**config.mk**
```make
export PLATFORM = sky130hd
export DESIGN_NAME = dual_time_input_qualifier
export DESIGN_NICKNAME = d
export VERILOG_FILES = /design/src/sv/dtiq_pkg.sv /design/src/sv/dtiq_lane.sv /design/src/sv/dtiq_out_buf.sv /design/src/sv/dual_time_input_qualifier.sv
export SDC_FILE = /design/constraint.sdc
export NUM_CORES = 2
export LEC_CHECK = 0
export BUFFER_PORTS_ARGS = -buffer_cell sky130_fd_sc_hd__buf_4
export CAP_MARGIN = 20
export CELL_PAD_IN_SITES_DETAIL_PLACEMENT = 0
export CELL_PAD_IN_SITES_GLOBAL_PLACEMENT = 1
export CORE_UTILIZATION = 49
export DETAILED_ROUTE_END_ITERATION = 8
export PLACE_DENSITY_LB_ADDON = 0.1
export SETUP_SLACK_MARGIN = 0.02
export SLEW_MARGIN = 20
export SYNTH_ARGS = -nofsm -noshare
export SYNTH_HDL_FRONTEND = slang
export SYNTH_SLANG_ARGS = --single-unit
```
**constraint.sdc**
```tcl
create_clock -name clk -period 4.85 [get_ports clk]
set_clock_uncertainty 0.15 [all_clocks]
set_input_delay 0.485 -clock clk [delete_from_list [all_inputs] [get_ports clk]]
set_output_delay 0.485 -clock clk [all_outputs]
set_load 0.05 [all_outputs]
```
**src/sv/dtiq_pkg.sv**
```systemverilog
package dtiq_pkg;

  localparam int NumChannels = 8;
  localparam int CountW      = 16;
  localparam int LevelW      = 8;
  localparam int TimeW       = 16;
  localparam int HoldW       = 8;
  localparam int CfgIdxW     = 2;
  localparam int CfgDataW    = 16;

  localparam int OnTimeRst    = 20;
  localparam int OffTimeRst   = 20;
  localparam int HoldoffRst   = 30;

  typedef enum logic [CfgIdxW-1:0] {
    REG_ON_TIME    = 2'd0,
    REG_OFF_TIME   = 2'd1,
    REG_ACTIVE_LOW = 2'd2,
    REG_HOLDOFF    = 2'd3
  } cfg_reg_e;

  // What one lane reports for the tick it is evaluating.
  typedef struct packed {
    logic state;
    logic changed;
  } lane_out_t;

  // One result item.
  typedef struct packed {
    logic [LevelW-1:0] states;
    logic [LevelW-1:0] trig;
    logic              hold;
  } result_t;

endpackage

```
**src/sv/dtiq_lane.sv**
```systemverilog
// One channel: on/off qualification counters and qualified state.
module dtiq_lane (
  input  logic                          clk,
  input  logic                          rst,
  input  logic                          adv,
  input  logic                          active,
  input  logic [dtiq_pkg::CountW-1:0]   on_time,
  input  logic [dtiq_pkg::CountW-1:0]   off_time,
  output dtiq_pkg::lane_out_t           lane_out
);

  logic                        state;
  logic                        state_next;
  logic [dtiq_pkg::CountW-1:0] on_cnt;
  logic [dtiq_pkg::CountW-1:0] on_cnt_next;
  logic [dtiq_pkg::CountW-1:0] off_cnt;
  logic [dtiq_pkg::CountW-1:0] off_cnt_next;
  logic [dtiq_pkg::CountW-1:0] on_inc;
  logic [dtiq_pkg::CountW-1:0] off_inc;

  assign on_inc  = on_cnt + dtiq_pkg::CountW'(1);
  assign off_inc = off_cnt + dtiq_pkg::CountW'(1);

  always_comb begin
    state_next   = state;
    on_cnt_next  = on_cnt;
    off_cnt_next = off_cnt;
    if (!state) begin
      if (active) begin
        // saturates at threshold; zero threshold never fires
        if (on_cnt < on_time) begin
          on_cnt_next = on_inc;
          if (on_inc == on_time) state_next = 1'b1;
        end
      end else begin
        on_cnt_next = '0;
      end
    end else begin
      if (!active) begin
        if (off_cnt < off_time) begin
          off_cnt_next = off_inc;
          if (off_inc == off_time) state_next = 1'b0;
        end
      end else begin
        off_cnt_next = '0;
      end
    end
    if (state_next != state) begin
      if (state_next) off_cnt_next = '0;
      else            on_cnt_next  = '0;
    end
  end

  always_ff @(posedge clk) begin
    if (rst) begin
      state   <= 1'b0;
      on_cnt  <= '0;
      off_cnt <= '0;
    end else if (adv) begin
      state   <= state_next;
      on_cnt  <= on_cnt_next;
      off_cnt <= off_cnt_next;
    end
  end

  assign lane_out.state   = state_next;
  assign lane_out.changed = state_next ^ state;

endmodule

```
**src/sv/dtiq_out_buf.sv**
```systemverilog
// Two-entry result queue: head drives the output, skid catches a push
// while the head is stalled.
module dtiq_out_buf (
  input  logic              clk,
  input  logic              rst,
  input  logic              push,
  input  dtiq_pkg::result_t push_data,
  output logic              can_push,
  output logic              head_valid,
  output dtiq_pkg::result_t head,
  input  logic              pop_ready
);

  dtiq_pkg::result_t skid;
  logic              skid_valid;
  logic              pop;

  assign pop      = head_valid && pop_ready;
  assign can_push = !skid_valid;

  always_ff @(posedge clk) begin
    if (rst) begin
      head_valid <= 1'b0;
      skid_valid <= 1'b0;
    end else begin
      priority if (pop && skid_valid) begin
        head_valid <= 1'b1;
        skid_valid <= 1'b0;
      end else if (pop) begin
        head_valid <= push;
      end else if (push && head_valid) begin
        skid_valid <= 1'b1;
      end else if (push) begin
        head_valid <= 1'b1;
      end
    end
  end

  always_ff @(posedge clk) begin
    priority if (pop && skid_valid) begin
      head <= skid;
    end else if (push && (pop || !head_valid)) begin
      head <= push_data;
    end else if (push) begin
      skid <= push_data;
    end
  end

endmodule

```
**src/sv/dual_time_input_qualifier.sv**
```systemverilog
// Dual-time input qualifier. Each accepted request is one tick holding the raw
// pin level of every channel. After the optional active-low inversion, each
// channel must see the opposite level for on_time consecutive ticks to turn
// on, or off_time ticks to turn off; a threshold of zero blocks that direction
// and a level that falls back restarts the count. A state change raises that
// channel's trigger flag for the tick, masked while the start-up hold-off
// counter (loaded with HoldoffRst at reset and with cfg_data on every write of
// REG_HOLDOFF) is still nonzero. Rate: one request per clock while in_ready is
// high; every channel has its own lane and all lanes evaluate the tick in
// the same cycle, and the result is registered at acceptance. A two-entry
// result queue keeps in_ready high while one finished result waits on
// out_ready; in_ready drops only when two results are pending.
// Configuration writes take effect at the edge where cfg_we is high and are
// meant to happen only while no request is in flight.
module dual_time_input_qualifier (
  input  logic                            clk,
  input  logic                            rst,
  // configuration
  input  logic                            cfg_we,
  input  logic [dtiq_pkg::CfgIdxW-1:0]    cfg_index,
  input  logic [dtiq_pkg::CfgDataW-1:0]   cfg_data,
  // tick input
  input  logic                            in_valid,
  output logic                            in_ready,
  input  logic [dtiq_pkg::LevelW-1:0]     raw_levels,
  // result output
  output logic                            out_valid,
  input  logic                            out_ready,
  output logic [dtiq_pkg::LevelW-1:0]     qualified_states,
  output logic [dtiq_pkg::LevelW-1:0]     trigger_flags,
  output logic                            holdoff_active
);

  // Configuration registers
  logic [dtiq_pkg::CountW-1:0]      on_time;
  logic [dtiq_pkg::CountW-1:0]      off_time;
  logic                             active_low;
  logic [dtiq_pkg::HoldW-1:0]       holdoff_count;

  logic                             accept;
  logic [dtiq_pkg::NumChannels-1:0] level_vec;
  logic [dtiq_pkg::NumChannels-1:0] active_vec;
  logic [dtiq_pkg::NumChannels-1:0] state_vec;
  logic [dtiq_pkg::NumChannels-1:0] change_vec;
  logic                             hold;
  dtiq_pkg::lane_out_t              lane_out [dtiq_pkg::NumChannels];
  dtiq_pkg::result_t                result;
  dtiq_pkg::result_t                head;

  assign accept = in_valid && in_ready;

  always_ff @(posedge clk) begin
    if (rst) begin
      on_time    <= dtiq_pkg::CountW'(dtiq_pkg::OnTimeRst);
      off_time   <= dtiq_pkg::CountW'(dtiq_pkg::OffTimeRst);
      active_low <= 1'b1;
    end else if (cfg_we) begin
      unique case (dtiq_pkg::cfg_reg_e'(cfg_index))
        dtiq_pkg::REG_ON_TIME:
          on_time <= dtiq_pkg::CountW'(cfg_data[dtiq_pkg::TimeW-1:0]);
        dtiq_pkg::REG_OFF_TIME:
          off_time <= dtiq_pkg::CountW'(cfg_data[dtiq_pkg::TimeW-1:0]);
        dtiq_pkg::REG_ACTIVE_LOW:
          active_low <= cfg_data[0];
        dtiq_pkg::REG_HOLDOFF: ;  // handled with the hold-off counter
        default: ;
      endcase
    end
  end

  // Hold-off: reloaded by a write, counts ticks down to zero.
  always_ff @(posedge clk) begin
    if (rst) begin
      holdoff_count <= dtiq_pkg::HoldW'(dtiq_pkg::HoldoffRst);
    end else if (cfg_we && dtiq_pkg::cfg_reg_e'(cfg_index) == dtiq_pkg::REG_HOLDOFF) begin
      holdoff_count <= cfg_data[dtiq_pkg::HoldW-1:0];
    end else if (accept && hold) begin
      holdoff_count <= holdoff_count - dtiq_pkg::HoldW'(1);
    end
  end

  assign hold = (holdoff_count != '0);

  // Channels beyond the input width see level 0.
  assign level_vec  = dtiq_pkg::NumChannels'(raw_levels);
  assign active_vec = level_vec ^ {dtiq_pkg::NumChannels{active_low}};

  for (genvar i = 0; i < dtiq_pkg::NumChannels; i++) begin : g_lane
    dtiq_lane u_lane (
      .clk      (clk),
      .rst      (rst),
      .adv      (accept),
      .active   (active_vec[i]),
      .on_time  (on_time),
      .off_time (off_time),
      .lane_out (lane_out[i])
    );
    assign state_vec[i]  = lane_out[i].state;
    assign change_vec[i] = lane_out[i].changed;
  end

  // Merge lanes into one result item.
  assign result.states = dtiq_pkg::LevelW'(state_vec);
  assign result.trig   = hold ? '0 : dtiq_pkg::LevelW'(change_vec);
  assign result.hold   = hold;

  dtiq_out_buf u_out_buf (
    .clk        (clk),
    .rst        (rst),
    .push       (accept),
    .push_data  (result),
    .can_push   (in_ready),
    .head_valid (out_valid),
    .head       (head),
    .pop_ready  (out_ready)
  );

  assign qualified_states = head.states;
  assign trigger_flags    = head.trig;
  assign holdoff_active   = head.hold;

endmodule

```
==> impl_metrics.ini <==
[route]
drtIter0Drc = 2908
route.detailed.drc = 0
wl_per_cell_um = 25.7
routed_via_density = 6.76
wl_um = 123000
dr.pass1.iters = 6
drtAntennaViolNets = 0
vias = 32400

[yosys]
synthCells = 3983
syn_avg_cell_area_um2 = 7.65
synth_seq_cells = 341
synth_top_area_share_pct = 20.2
async_flop_share_pct = 0
synth_nets = 4287
synth_most_common_cell = nand2_1
synth_commonest_cells = 367 x nand2_1, 307 x dfxtp_1, 298 x o21ai_0, 273 x ha_1, 248 x a21oi_1
yosys_warnings = 0
netlist_area_um2 = 30500
yosys_most_used_dff = dfxtp_1
yosys.area.top_type = dfxtp_1
synth-edff-count = 34
synth_seq_area_share_pct = 23.5
ys_top_cells_by_area = dfxtp_1 20%, ha_1 11%, xnor2_1 6.3%
ys_types = 90

[clock_tree]
htree_num_levels = 2
cts_made_buffers = 44
cts_tree = yes
clkTransAtPathRegs_ns = 0.06
cts_hold_buf = 4
numClockSinks = 341
root_buffer = clkbuf_16
clock_latency_ns = 0.59
post_cts_resized = 0
cts_setup_buffers = 0
clk_path_buf_depth = 3

[sta]
finalMaxSlewViolations = 0
relSlewSlack_pct = 20.9
tightest_slew_ns = 1.18
fmax_mhz = 239
rsz0062_at_grt = no
setup_viol = 0
fin_setup_tns_ns = 0
min_period_ns = 4.19
hold_viol_final = 0
finalCritPeriodShare_pct = 86.4

[place]
port_buffers = 49
dp_hpwl_um = 88600
gp_congestion = 0.973
dp.cells = 4707

[setup_path]
crit-reg2reg-launch = off_time[13]
crit_type = register to register
r2r_slack_ns = 0.66
crit_path_end_kind = register
r2r-end = g_lane[4].u_lane.on_cnt[1]
critPathArrivalTime_ns = 4.53
critical_path.startpoint_type = register
critical_path.top_delay_family = simple AND/OR/NAND/NOR gates
rr_worst_depth = 11
path_buf_inv = 2
slowest_stage = nor4_1
path_cells = inv_1 > ha_1 > or3_1 > o211ai_1 > a21oi_1 > a2111o_1 > nor4_1 > buf_4 > nand3b_1 > and2_1 > a32o_1
cp.required_ns = 5.19
path_max_fanout = 14
cpPeakStageDelay_ns = 0.68

[hold_path]
hp-start = cfg_data[11]
hold_class = primary input to register
holdPathStages = 3
whs_endpoint = off_time[11]

[floorplan]
fp.dieW_um = 251
die_h_um = 251
ios = 50
rows = 91
die_area_um2 = 63200
core_um2 = 61600
start_util_pct = 49.5

[final_layout]
area_delta_synth_final_pct = 8.94
n_antenna_cell = 0
nNetsFinal = 4224
fin_cells = 4791
final_layout_size_suffix_gt1_share_pct = 7.13

[grt]
gr-total-overflow = 0
grt_use_total_pct = 37.8
first_global_vias = 30100
antenna_found_initial = 1
grt_pass1_wl_um = 184000
grt_max_degree = 62

[pwr]
p_switching_w = 0.00224
seqPwrFrac_pct = 39.3
ir_drop_mv = 0.210
p_int_w = 0.00524
netSwitchingFraction_pct = 29.9
powerDensity_nw_per_um2 = 225
clkPwrFrac_pct = 45.7
power_leakage_nw = 12.6
combPwrFrac_pct = 15.0

[status]
outcome = complete, no violations

[flow_run]
max-cap-violations = 0
==> logic make-up after synthesis <==
logic type | after synthesis | synth area share, %
adders and majority gates | 274 | 11.2
AOI/OAI and AO/OA | 1202 | 25.9
and+or+nand+nor | 1386 | 23.3
xor gates and xnor gates | 344 | 9.88
DFF | 341 | 23.5
muxes | 31 | 1.05
buffers and inverters | 405 | 5.20
==> registers in the layout (all words and copies together) (netlist names) <==
name / flops
g_lane.u_lane.off_cnt: 128
g_lane.u_lane.on_cnt: 128
u_out_buf.head: 17
u_out_buf.skid: 17
off_time: 16
on_time: 16
g_lane.u_lane.state: 8
holdoff_count: 8
active_low: 1
u_out_buf.head_valid: 1
u_out_buf.skid_valid: 1
==> stage by stage <==
| stage | total power (W) | hold slack, ns | cell area [µm²] | utilization, % | setup WS, ns |
|---|---|---|---|---|---|
| 4_1_cts | 0.00750 | 0.00168 | 33200 | 53.9 | 0.755 |
| 3_3_place_gp | 0.00406 | 0.338 | 31700 | 51.5 | 0.834 |
| 3_5_place_dp | 0.00409 | 0.343 | 31700 | 51.5 | 0.749 |
| 6_report | 0.00748 | 0.0234 | 33200 | 53.9 | 0.658 |
| 5_1_grt | 0.00769 | 0.0182 | 33200 | 53.9 | 0.454 |
| 2_1_floorplan | 0.00365 | 0.315 | 30500 | - | 0.860 |
==> final cells by class <==
type                    instances  area (µm²)
repair buffers                161        1240
multi-input cells            3237       21800
clock buffers                  64        1290
fillers                      5875       28400
flip-flops and latches        341        7170
well taps                     837        1050
clock inverters                16         166
inverters                     135         507
==> cell usage in the layout (no fill, tap or decap), types with 24 or more instances in the layout <==
cell type / n
and3_1: 61
nor2b_1: 35
xnor2_1: 220
o21ai_0: 298
clkbuf_16: 45
a21oi_1: 247
o31a_1: 26
nand4_1: 113
nand2_1: 364
o211ai_1: 32
nor3_1: 124
a22oi_1: 29
o31ai_1: 46
buf_4: 155
nand3_1: 171
o21a_1: 50
ha_1: 273
dfxtp_1: 307
a22o_1: 39
a21o_1: 56
xor2_1: 123
edfxtp_1: 34
o22ai_1: 24
and2_1: 32
or3_1: 43
a31oi_1: 100
nor2_1: 218
nor4_1: 75
and4_1: 36
inv_1: 131
a211oi_1: 50
==> how the worst max path moves through the flow <==
stage | from | depth (start not counted) | slack, ns | to
after floorplan | on_time[12] | 12 | 0.86 | g_lane[5].u_lane.off_cnt[12]
after global placement | off_time[1] | 12 | 0.83 | g_lane[4].u_lane.on_cnt[1]
after detailed placement | off_time[13] | 11 | 0.75 | g_lane[4].u_lane.on_cnt[1]
after CTS | off_time[13] | 11 | 0.76 | g_lane[4].u_lane.on_cnt[1]
after global routing | g_lane[1].u_lane.on_cnt[1] | 11 | 0.45 | g_lane[1].u_lane.on_cnt[13]
final | off_time[13] | 11 | 0.66 | g_lane[4].u_lane.on_cnt[1]
==> worst register-to-register path, cell delays in order, from the launching register on <==
cell and delay, ns:
dfxtp_1 0.31, inv_1 0.63, ha_1 0.37, or3_1 0.36, o211ai_1 0.10, a21oi_1 0.09, a2111o_1 0.49, nor4_1 0.68
buf_4 0.25, nand3b_1 0.19, and2_1 0.28, a32o_1 0.20
==> layer usage <==
layer  global-route usage (%)  wire length (µm)  up-vias
li1                         -                 -    14800
met1                     49.7             50700    15500
met2                     59.4             53800     1664
met3                     5.39             11000      379
met4                     21.6              7580        0
met5                        0                 0        -
==> power groups by stage <==
| stage | clock, W | sequential [W] | combinational [W] |
|---|---|---|---|
| after floorplan | 0 | 0.00302 | 0.000629 |
| after global placement | 0 | 0.00300 | 0.00107 |
| after detailed placement | 0 | 0.00300 | 0.00109 |
| after CTS | 0.00347 | 0.00294 | 0.00110 |
| after global routing | 0.00355 | 0.00294 | 0.00119 |
| final | 0.00342 | 0.00294 | 0.00112 |
Note: power is estimated with default switching activity, not from simulation.
